[src/rtl/core/asbce_pkg.sv]
// ----------------------------------------------------------------------------
// asbce_pkg: shared types for the alpha search by compositing error
// Request and response payloads and the control bits that travel with each
// pixel through the step pipeline.
// ----------------------------------------------------------------------------
`default_nettype none

package asbce_pkg;

    // Widths of the fixed payload fields
    localparam int COLOR_IN_W = 8;
    localparam int STEP_OUT_W = 7;
    localparam int ERR_OUT_W  = 17;

    // Saturation limits of the response fields
    localparam int STEP_SAT = 127;
    localparam int ERR_SAT  = 131071;

    // One pixel request: observed, foreground and background colors
    typedef struct packed {
        logic [COLOR_IN_W-1:0] pixel_red;
        logic [COLOR_IN_W-1:0] pixel_green;
        logic [COLOR_IN_W-1:0] pixel_blue;
        logic [COLOR_IN_W-1:0] fore_red;
        logic [COLOR_IN_W-1:0] fore_green;
        logic [COLOR_IN_W-1:0] fore_blue;
        logic [COLOR_IN_W-1:0] back_red;
        logic [COLOR_IN_W-1:0] back_green;
        logic [COLOR_IN_W-1:0] back_blue;
        logic                  has_two_layers;
    } t_pixel_req;

    // One response: best alpha step and its score
    typedef struct packed {
        logic [STEP_OUT_W-1:0] alpha_step;
        logic [ERR_OUT_W-1:0]  best_error;
        logic                  updated;
    } t_alpha_rsp;

    // Control bits that ride along with each pipeline stage
    typedef struct packed {
        logic valid;
        logic two_layers;
    } t_step_ctl;

endpackage

`default_nettype wire

[src/rtl/core/asbce_step.sv]
// ----------------------------------------------------------------------------
// asbce_step: one alpha step of the search pipeline
// Scores the incoming per-channel compositing residuals at this step, keeps
// the running best, and advances each residual to the next step.
// ----------------------------------------------------------------------------
`default_nettype none

module asbce_step #(
    parameter int STEP = 0,
    parameter int K_W  = 7,
    parameter int D_W  = 9,
    parameter int V_W  = 17,
    parameter int S_W  = 19
) (
    input  wire logic                   i_clk,
    input  wire logic                   i_rst_n,
    input  wire logic                   i_en,
    input  wire asbce_pkg::t_step_ctl   i_ctl,
    input  wire logic signed [V_W-1:0]  i_v [3],
    input  wire logic signed [D_W-1:0]  i_d [3],
    input  wire logic        [S_W-1:0]  i_best,
    input  wire logic        [K_W-1:0]  i_k,
    output asbce_pkg::t_step_ctl        o_ctl,
    output logic signed      [V_W-1:0]  o_v [3],
    output logic signed      [D_W-1:0]  o_d [3],
    output logic             [S_W-1:0]  o_best,
    output logic             [K_W-1:0]  o_k
);

    asbce_pkg::t_step_ctl   r_ctl;
    logic signed [V_W-1:0]  r_v [3];
    logic signed [D_W-1:0]  r_d [3];
    logic        [S_W-1:0]  r_best;
    logic        [K_W-1:0]  r_k;

    logic        [V_W-2:0]  mag [3];
    logic        [S_W-1:0]  score;
    logic                   take;

    // Score this step: sum of absolute residuals, strict compare keeps lowest k
    always_comb begin
        for (int c = 0; c < 3; c++) begin
            mag[c] = i_v[c][V_W-1] ? (V_W-1)'(-i_v[c]) : (V_W-1)'(i_v[c]);
        end
        score = S_W'(mag[0]) + S_W'(mag[1]) + S_W'(mag[2]);
        take  = (STEP == 0) || (score < i_best);
    end

    // Advance the valid bits
    always_ff @(posedge i_clk) begin
        if (!i_rst_n) begin
            r_ctl <= '0;
        end else if (i_en) begin
            r_ctl <= i_ctl;
        end
    end

    // Advance the payload and step each residual by F - B
    always_ff @(posedge i_clk) begin
        if (i_en) begin
            for (int c = 0; c < 3; c++) begin
                r_v[c] <= i_v[c] + V_W'(i_d[c]);
                r_d[c] <= i_d[c];
            end
            r_best <= take ? score : i_best;
            r_k    <= take ? K_W'(STEP) : i_k;
        end
    end

    assign o_ctl  = r_ctl;
    assign o_v    = r_v;
    assign o_d    = r_d;
    assign o_best = r_best;
    assign o_k    = r_k;

endmodule

`default_nettype wire

[config.mk]
export PLATFORM = sky130hd
export DESIGN_NAME = asbce_step
export DESIGN_NICKNAME = d
export VERILOG_FILES = /design/src/rtl/core/asbce_pkg.sv /design/src/rtl/core/asbce_step.sv
export SDC_FILE = /design/constraint.sdc
export NUM_CORES = 1
export LEC_CHECK = 0
export BUFFER_PORTS_ARGS = -buffer_cell sky130_fd_sc_hd__buf_4
export CORE_AREA = 2 2 137 126
export CTS_CLUSTER_SIZE = 24
export DETAILED_ROUTE_END_ITERATION = 7
export DIE_AREA = 0 0 139 128
export GPL_TIMING_DRIVEN = 0
export PLACE_DENSITY_LB_ADDON = 0.2
export SLEW_MARGIN = 5
export SYNTH_ARGS = -nofsm -noshare
export SYNTH_HDL_FRONTEND = slang
export SYNTH_SLANG_ARGS = --single-unit
export TNS_END_PERCENT = 30
[constraint.sdc]
create_clock -name i_clk -period 10.75 [get_ports i_clk]
set_clock_uncertainty 0.05 [all_clocks]
set_input_delay 0.5375 -clock i_clk [delete_from_list [all_inputs] [get_ports i_clk]]
set_output_delay 0.5375 -clock i_clk [all_outputs]
set_load 0.01 [all_outputs]
==> metrics.yaml, run 1 <==
worst_hold_path:
  hold_start: "i_d[20]"
  hold_end: "o_d[20]$_DFFE_PP_"
  hold_path.class: "primary input to flip-flop"
  worst_hold_path.num_cells: 1
clock_tree:
  cts_hold_buf: 0
  clk_latency_ns: 0.35
  cts_tree: "built"
  clock-sinks: 98
  clockRootBuffer: "clkbuf_16"
  cts_buffer_depth: 2
  post_cts_resized: 0
  cts.htree.levels: 3
  clk_pin_slew_ns: 0.07
  cts_setup_buffers: 0
  cts_buffers: 9
power_and_ir_drop:
  p_comb_share_pct: 41.0
  switching_power_uw: 472.0
  ir_drop_mv: 0.09583
  swShare_pct: 33.15
  p_int_uw: 951.7
  p_per_area_nw_per_um2: 158.2
  p_leak_uw: 0.003973
  pwr-share-clk_pct: 21.0
  power_frac_seq_pct: 38.0
floorplan:
  initial_core_util_pct: 43.14
  die-width_um: 139
  die_h_um: 128
  core_area_sq_um: 16440
  num_rows: 45
  die_area_sq_um: 17790
  io_pins: 215
logic_synthesis:
  yosysSeqAreaShare_pct: 41.21
  synth_xor_area_share_pct: 11.85
  synth_cell_types: 57
  yosys.area_share.simple_pct: 10.80
  synth_top_family_by_area: "adder cells"
  synth-seq-cells: 98
  synth_commonest_cells: "edfxtp_1 (96), ha_1 (66), xnor2_1 (59)"
  syn_area_sq_um: 7093
  synthMuxAreaShare_pct: 0.9878
  synth_top_cell_area_share_pct: 40.64
  synth-main-ff-cell: "edfxtp_1"
  avgSynthCellArea_sq_um: 10.83
  synth_top_cell_by_area: "edfxtp_1"
  synth-adder-area-share_pct: 17.29
  synth.most_common_cell: "edfxtp_1"
  synth_compound_area_share_pct: 13.74
  async_reset_ff_share_pct: 0
  synth-edff-count: 96
  yosys_warnings: 0
  syn_inst: 655
  synth_area_leaders: "edfxtp_1 (41%), ha_1 (12%), xnor2_1 (7.3%)"
timing:
  timing.fmax_mhz: 246.3
  final_hold_viol_count: 0
  setup_violations: 0
  rsz0062_at_grt: "no"
  relSlewSlack_pct: 15.30
  min_period_ns: 4.059
  finalCritPeriodShare_pct: 37.76
  setup-tns-final_ns: 0
  drv_slew: 0
  tightestPinTransition_ns: 1.271
cells_and_area:
  fin_cells: 1069
  antenna_cells: 0
  final_layout_size_suffix_gt1_share_pct: 24.48
  fin_nets: 1048
  area_growth_pct: 26.85
global_route:
  grt_max_degree: 99
  grt_pass1_vias: 5720
  grt_usage_pct: 19.44
  grt-ovfl-total: 0
  grt_pass1_wl_um: 27420
  antenna_found_initial: 0
critical_path:
  rr_startpoint: "o_ctl[0]$_SDFFE_PN0P_"
  endpoint_kind: "flip-flop"
  r2r_end: "o_ctl[0]$_SDFFE_PN0P_"
  reg2reg_slack_ns: 10.09
  crit_path_max_fanout: 4
  crit_arrival_ns: 4.11
  reg2regPathDepth: 2
  worst-setup-path-type: "primary input to flip-flop"
  start_kind: "primary input"
  cp.required_ns: 10.80
route:
  firstDrtPassIters: 5
  drc: 0
  drtIter0Drc: 283
  routed_via_density: 5.185
  vias: 5543
  wirelength_um: 17060
  antenna_left: 0
  wl_per_cell_um: 15.96
placement:
  dp_cells: 1053
  hpwl_um: 13740
  gp_congestion: 0.8430
  io_buffers: 180
flow_run:
  cap_violations: 0
run_status:
  status: "finished, final reports clean"
==> state kept, by name (all words and copies together), names as in the netlist <==
register  cells
o_d          27
o_v          51
o_best       18
o_ctl         2
==> kinds of logic after synthesis <==
group,count (synthesis)
muxes,7
xor gates and xnor gates,96
DFF,98
other,1
adders and majority gates,86
and+or+nand+nor,149
AOI/OAI and AO/OA,149
buffers and inverters,69
==> layout by cell type (no fill, tap or decap), types with 12 or more instances in the layout <==
cell,instances
a21o_1,16
a21oi_1,41
buf_4,188
edfxtp_1,96
fa_1,20
ha_1,66
inv_1,58
nand2_1,39
nor2_1,35
nor2b_1,16
o21ai_0,23
o31ai_1,12
or3_1,14
xnor2_1,59
xor2_1,37
==> power by group through the flow <==
stage	sequential [uW]	combinational, uW	clock [uW]
final	540	584	300
after global routing	549	651	327
after CTS	542	587	313
after detailed placement	550	585	0
after global placement	547	570	0
after floorplan	587	317	0
==> routing by layer <==
| layer | up-vias | routed length (um) | track usage, % |
|---|---|---|---|
| met5 | - | 0 | 0 |
| li1 | 2746 | - | - |
| met4 | 0 | 381 | 6.774 |
| met2 | 150 | 8378 | 33.38 |
| met3 | 30 | 981 | 5.118 |
| met1 | 2617 | 7321 | 23.90 |
==> worst max-delay path, cell delays in order <==
cell      delay (ns)
buf_4           0.13
inv_1           0.10
ha_1            0.18
nand2b_1        0.11
o41ai_1         0.70
xor2_1          0.23
fa_1            0.58
inv_1           0.04
ha_1            0.31
and3_1          0.21
a21oi_1         0.09
a211oi_1        0.46
nor4_1          0.09
a311o_1         0.34
==> cell type report <==
type / count / area (sq um)
multi-input cells: 495 / 3908
fillers: 1504 / 7443
repair buffers: 180 / 1351
plain buffers: 11 / 71.32
inverters: 58 / 217.7
well taps: 211 / 264.0
clock inverters: 6 / 33.78
clock buffers: 10 / 229.0
flip-flops and latches: 98 / 2923
==> how the worst max path moves through the flow <==
stage	slack, ns	end	start
after CTS	6.73	o_best[13]$_DFFE_PP_	i_v[1]
final	6.69	o_best[13]$_DFFE_PP_	i_v[1]
after floorplan	6.81	o_best[13]$_DFFE_PP_	i_v[1]
after global routing	6.31	o_best[13]$_DFFE_PP_	i_v[0]
after global placement	6.41	o_best[13]$_DFFE_PP_	i_v[33]
after detailed placement	6.35	o_best[13]$_DFFE_PP_	i_v[1]
==> through the flow <==
stage	util (%)	power [uW]	area, sq um	hold WS (ns)	setup slack (ns)
floorplan	-	904.3	7119	0.4883	6.813
detailed placement	53.13	1135	8735	0.4683	6.353
CTS	54.73	1442	8997	0.3018	6.734
global placement	53.13	1117	8735	0.4473	6.411
finish	54.73	1424	8997	0.3152	6.691
global route	54.73	1527	8997	0.3022	6.314
Power figures use the tool's default switching activity.
==> run 2: changes to the inputs <==
==> constraint.sdc (replaced) <==
create_clock -name i_clk -period 4 [get_ports i_clk]
set_clock_uncertainty 0.05 [all_clocks]
set_input_delay 0.2 -clock i_clk [delete_from_list [all_inputs] [get_ports i_clk]]
set_output_delay 0.2 -clock i_clk [all_outputs]
set_load 0.01 [all_outputs]
==> run 2 against run 1 <==
Against the previous run:
- register-to-register slack worse by 6.8 ns
- critical path depth fell by 1
- first-iteration DRC count is 6.7% lower
- design area grew 2.8%
- critical endpoint unchanged
- utilization is 1.5 points higher
- cell count rose by 2.2%
- combinational power rose to 2.7 times the previous value
- sequential power grew to 2.7 times the previous value
- wire length grew 1.7%
- largest cell class unchanged
- hold slack worse by 0.29 ns
- flip-flop and latch count stayed put
==> metrics.yaml, run 2 (synthesized netlist as in run 1, its figures left out) <==
run_status:
  status: "finished, final reports clean"
cells_and_area:
  multi_input_area_sq_um: 3920  # +0.32%
  largest_register_ffs: 51  # unchanged
  fillers: 1474  # -2.0%
  register_area_sq_um: 2923  # unchanged
  final_cell_mix: "buf_4 (188), edfxtp_1 (96), ha_1 (66)"
  antenna_cells: 0  # unchanged
  fin_nets: 1072  # +2.3%
  mostFrequentLayoutCell: "buf_4"
  area_growth_pct: 30.41
  postLayoutCellArea_sq_um: 9250  # +2.8%
  final_layout_size_suffix_gt1_share_pct: 24.04  # -0.44 points
  fin_cells: 1093  # +2.2%
clock_tree:
  clock-sinks: 98  # unchanged
  clockRootBuffer: "clkbuf_16"
  cts_buffer_depth: 2  # unchanged
  cts_buffers: 9  # unchanged
  cts.htree.levels: 3  # unchanged
  cts_setup_buffers: 0  # unchanged
  cts_tree: "built"
  clk_latency_ns: 0.35  # about the same
  clk_pin_slew_ns: 0.07  # about the same
floorplan:
  die-width_um: 139  # unchanged
  core_area_sq_um: 16440  # unchanged
  initial_core_util_pct: 43.14  # unchanged
  num_rows: 45  # unchanged
  die_h_um: 128  # unchanged
  io_pins: 215  # unchanged
  die_area_sq_um: 17790  # unchanged
timing:
  rsz0062_at_grt: "no"
  setup-tns-final_ns: 0  # unchanged
  drv_slew: 0  # unchanged
  setup_violations: 0  # unchanged
  relSlewSlack_pct: 15.03  # -0.26 points
  timing.fmax_mhz: 271.3
  finalCritPeriodShare_pct: 92.14
  final_hold_viol_count: 0  # unchanged
  tightestPinTransition_ns: 1.275  # +0.003938 ns
  min_period_ns: 3.686
flow_run:
  cap_violations: 0  # unchanged
critical_path:
  cp.required_ns: 4.05  # -6.75 ns
  path_cells: "buf_4, or3_4, or3_4, o31ai_1, xor2_1, fa_1, inv_1, ha_1, a21o_1, a21o_1, nor3_1, a211oi_2, a311o_1"
  endpoint_kind: "flip-flop"
  reg2reg_slack_ns: 3.34  # -6.75 ns
  max_stage_delay_ns: 0.55  # -0.15 ns
  worst-setup-path-type: "primary input to flip-flop"
  slowest_stage: "fa_1"
  crit_arrival_ns: 3.73  # -0.38 ns
  start_kind: "primary input"
  crit_path_max_fanout: 4  # unchanged
global_route:
  antenna_found_initial: 0  # unchanged
  grt_pass1_vias: 5835  # +2.0%
  grt_max_degree: 99  # unchanged
  grt_usage_pct: 19.73  # +0.29 points
  grt_pass1_wl_um: 27870  # +1.6%
  grt-ovfl-total: 0  # unchanged
power_and_ir_drop:
  ir_drop_mv: 0.2599  # +170%
  switching_power_uw: 1278  # +170%
  p_leak_uw: 0.004077  # +2.6%
  p_int_uw: 2575  # +170%
  p_comb_share_pct: 41.4  # +0.4 points
  p_per_area_nw_per_um2: 416.6  # +160%
  swShare_pct: 33.17  # about the same
  power_frac_seq_pct: 37.7  # -0.3 points
  pwr-share-clk_pct: 20.9  # about the same
placement:
  postPlaceCellArea_sq_um: 8735  # unchanged
  hpwl_um: 13740  # unchanged
  dp_cells: 1053  # unchanged
  io_buffers: 180  # unchanged
  gp_congestion: 0.8430  # unchanged
route:
  drtIter0Drc: 264  # -6.7%
  wl_per_cell_um: 15.88  # -0.49%
  drc: 0  # unchanged
  wirelength_um: 17360  # +1.7%
  firstDrtPassIters: 5  # unchanged
  antenna_left: 0  # unchanged
  vias: 5631  # +1.6%
  routed_via_density: 5.152  # -0.64%
worst_hold_path:
  hold_path.class: "primary input to flip-flop"
-- run 2: cell count changes in the layout (fill, tap and decap cells not counted) --
cell | before | now
dlygate4sd3_1 | 0 | 24
a211oi_1 | 6 | 5
a211oi_2 | 0 | 1
o41ai_1 | 4 | 3
o41ai_2 | 0 | 1
-- run 2: cell type report --
type,instances,share of cell area (%)
well taps,211,2.854
inverters,58,2.354
multi-input cells,495,42.38
plain buffers,11,0.7710
clock buffers,10,2.475
clock inverters,6,0.3652
repair buffers,204,17.21
flip-flops and latches,98,31.60
-- run 2: what timing repair did --
action	in CTS	in global routing
endpoints found under the hold margin	24	0
hold buffers	24	0
gates resized for setup	0	2
endpoints found under the setup margin	0	1
-- run 2: path summary, 6_finish.rpt --
kind / startpoint / to / cells after the start
setup / recovery: i_v[1] / o_best[13]$_DFFE_PP_ / 13
hold / removal: i_rst_n / o_ctl[1]$_SDFFE_PN0P_ / 2
setup reg to reg: o_ctl[0]$_SDFFE_PN0P_ / o_ctl[0]$_SDFFE_PN0P_ / 2
hold reg to reg: o_ctl[1]$_SDFFE_PN0P_ / o_ctl[1]$_SDFFE_PN0P_ / 2
-- run 2: per-layer routing --
| metal | GRT usage (%) | part of all wire [%] | routed length [um] |
|---|---|---|---|
| met5 | 0 | 0 | 0 |
| met4 | 7.308 | 2.4 | 418 |
| met3 | 5.080 | 5.7 | 993 |
| met2 | 33.96 | 49 | 8522 |
| met1 | 24.10 | 43 | 7426 |
-- run 2: through the flow --
stage	utilization, %	hold WS, ns	total power, uW	setup slack, ns
after global routing	56.26	0.02011	4130	0.1397
after floorplan	-	0.2489	2430	0.4010
after CTS	56.19	0.01264	3894	0.3210
after global placement	53.13	0.3415	3002	-0.001310
after detailed placement	53.13	0.3429	3049	-0.05935
final	56.26	0.02046	3853	0.3145
-- run 2: power by group through the flow --
stage | Combinational, uW | Sequential [uW] | Clock [uW]
global route | 1780 | 1470 | 879
floorplan | 852 | 1580 | 0
detailed placement | 1570 | 1480 | 0
finish | 1600 | 1450 | 804
global placement | 1530 | 1470 | 0
CTS | 1600 | 1460 | 840
-- run 2: critical path: cells and delay by family --
kind	cells	cell delay, ns
fa+ha+maj	2	0.88
buf+inv	2	0.17
xor+xnor	1	0.16
simple gates	3	1.10
compound gates	5	1.22
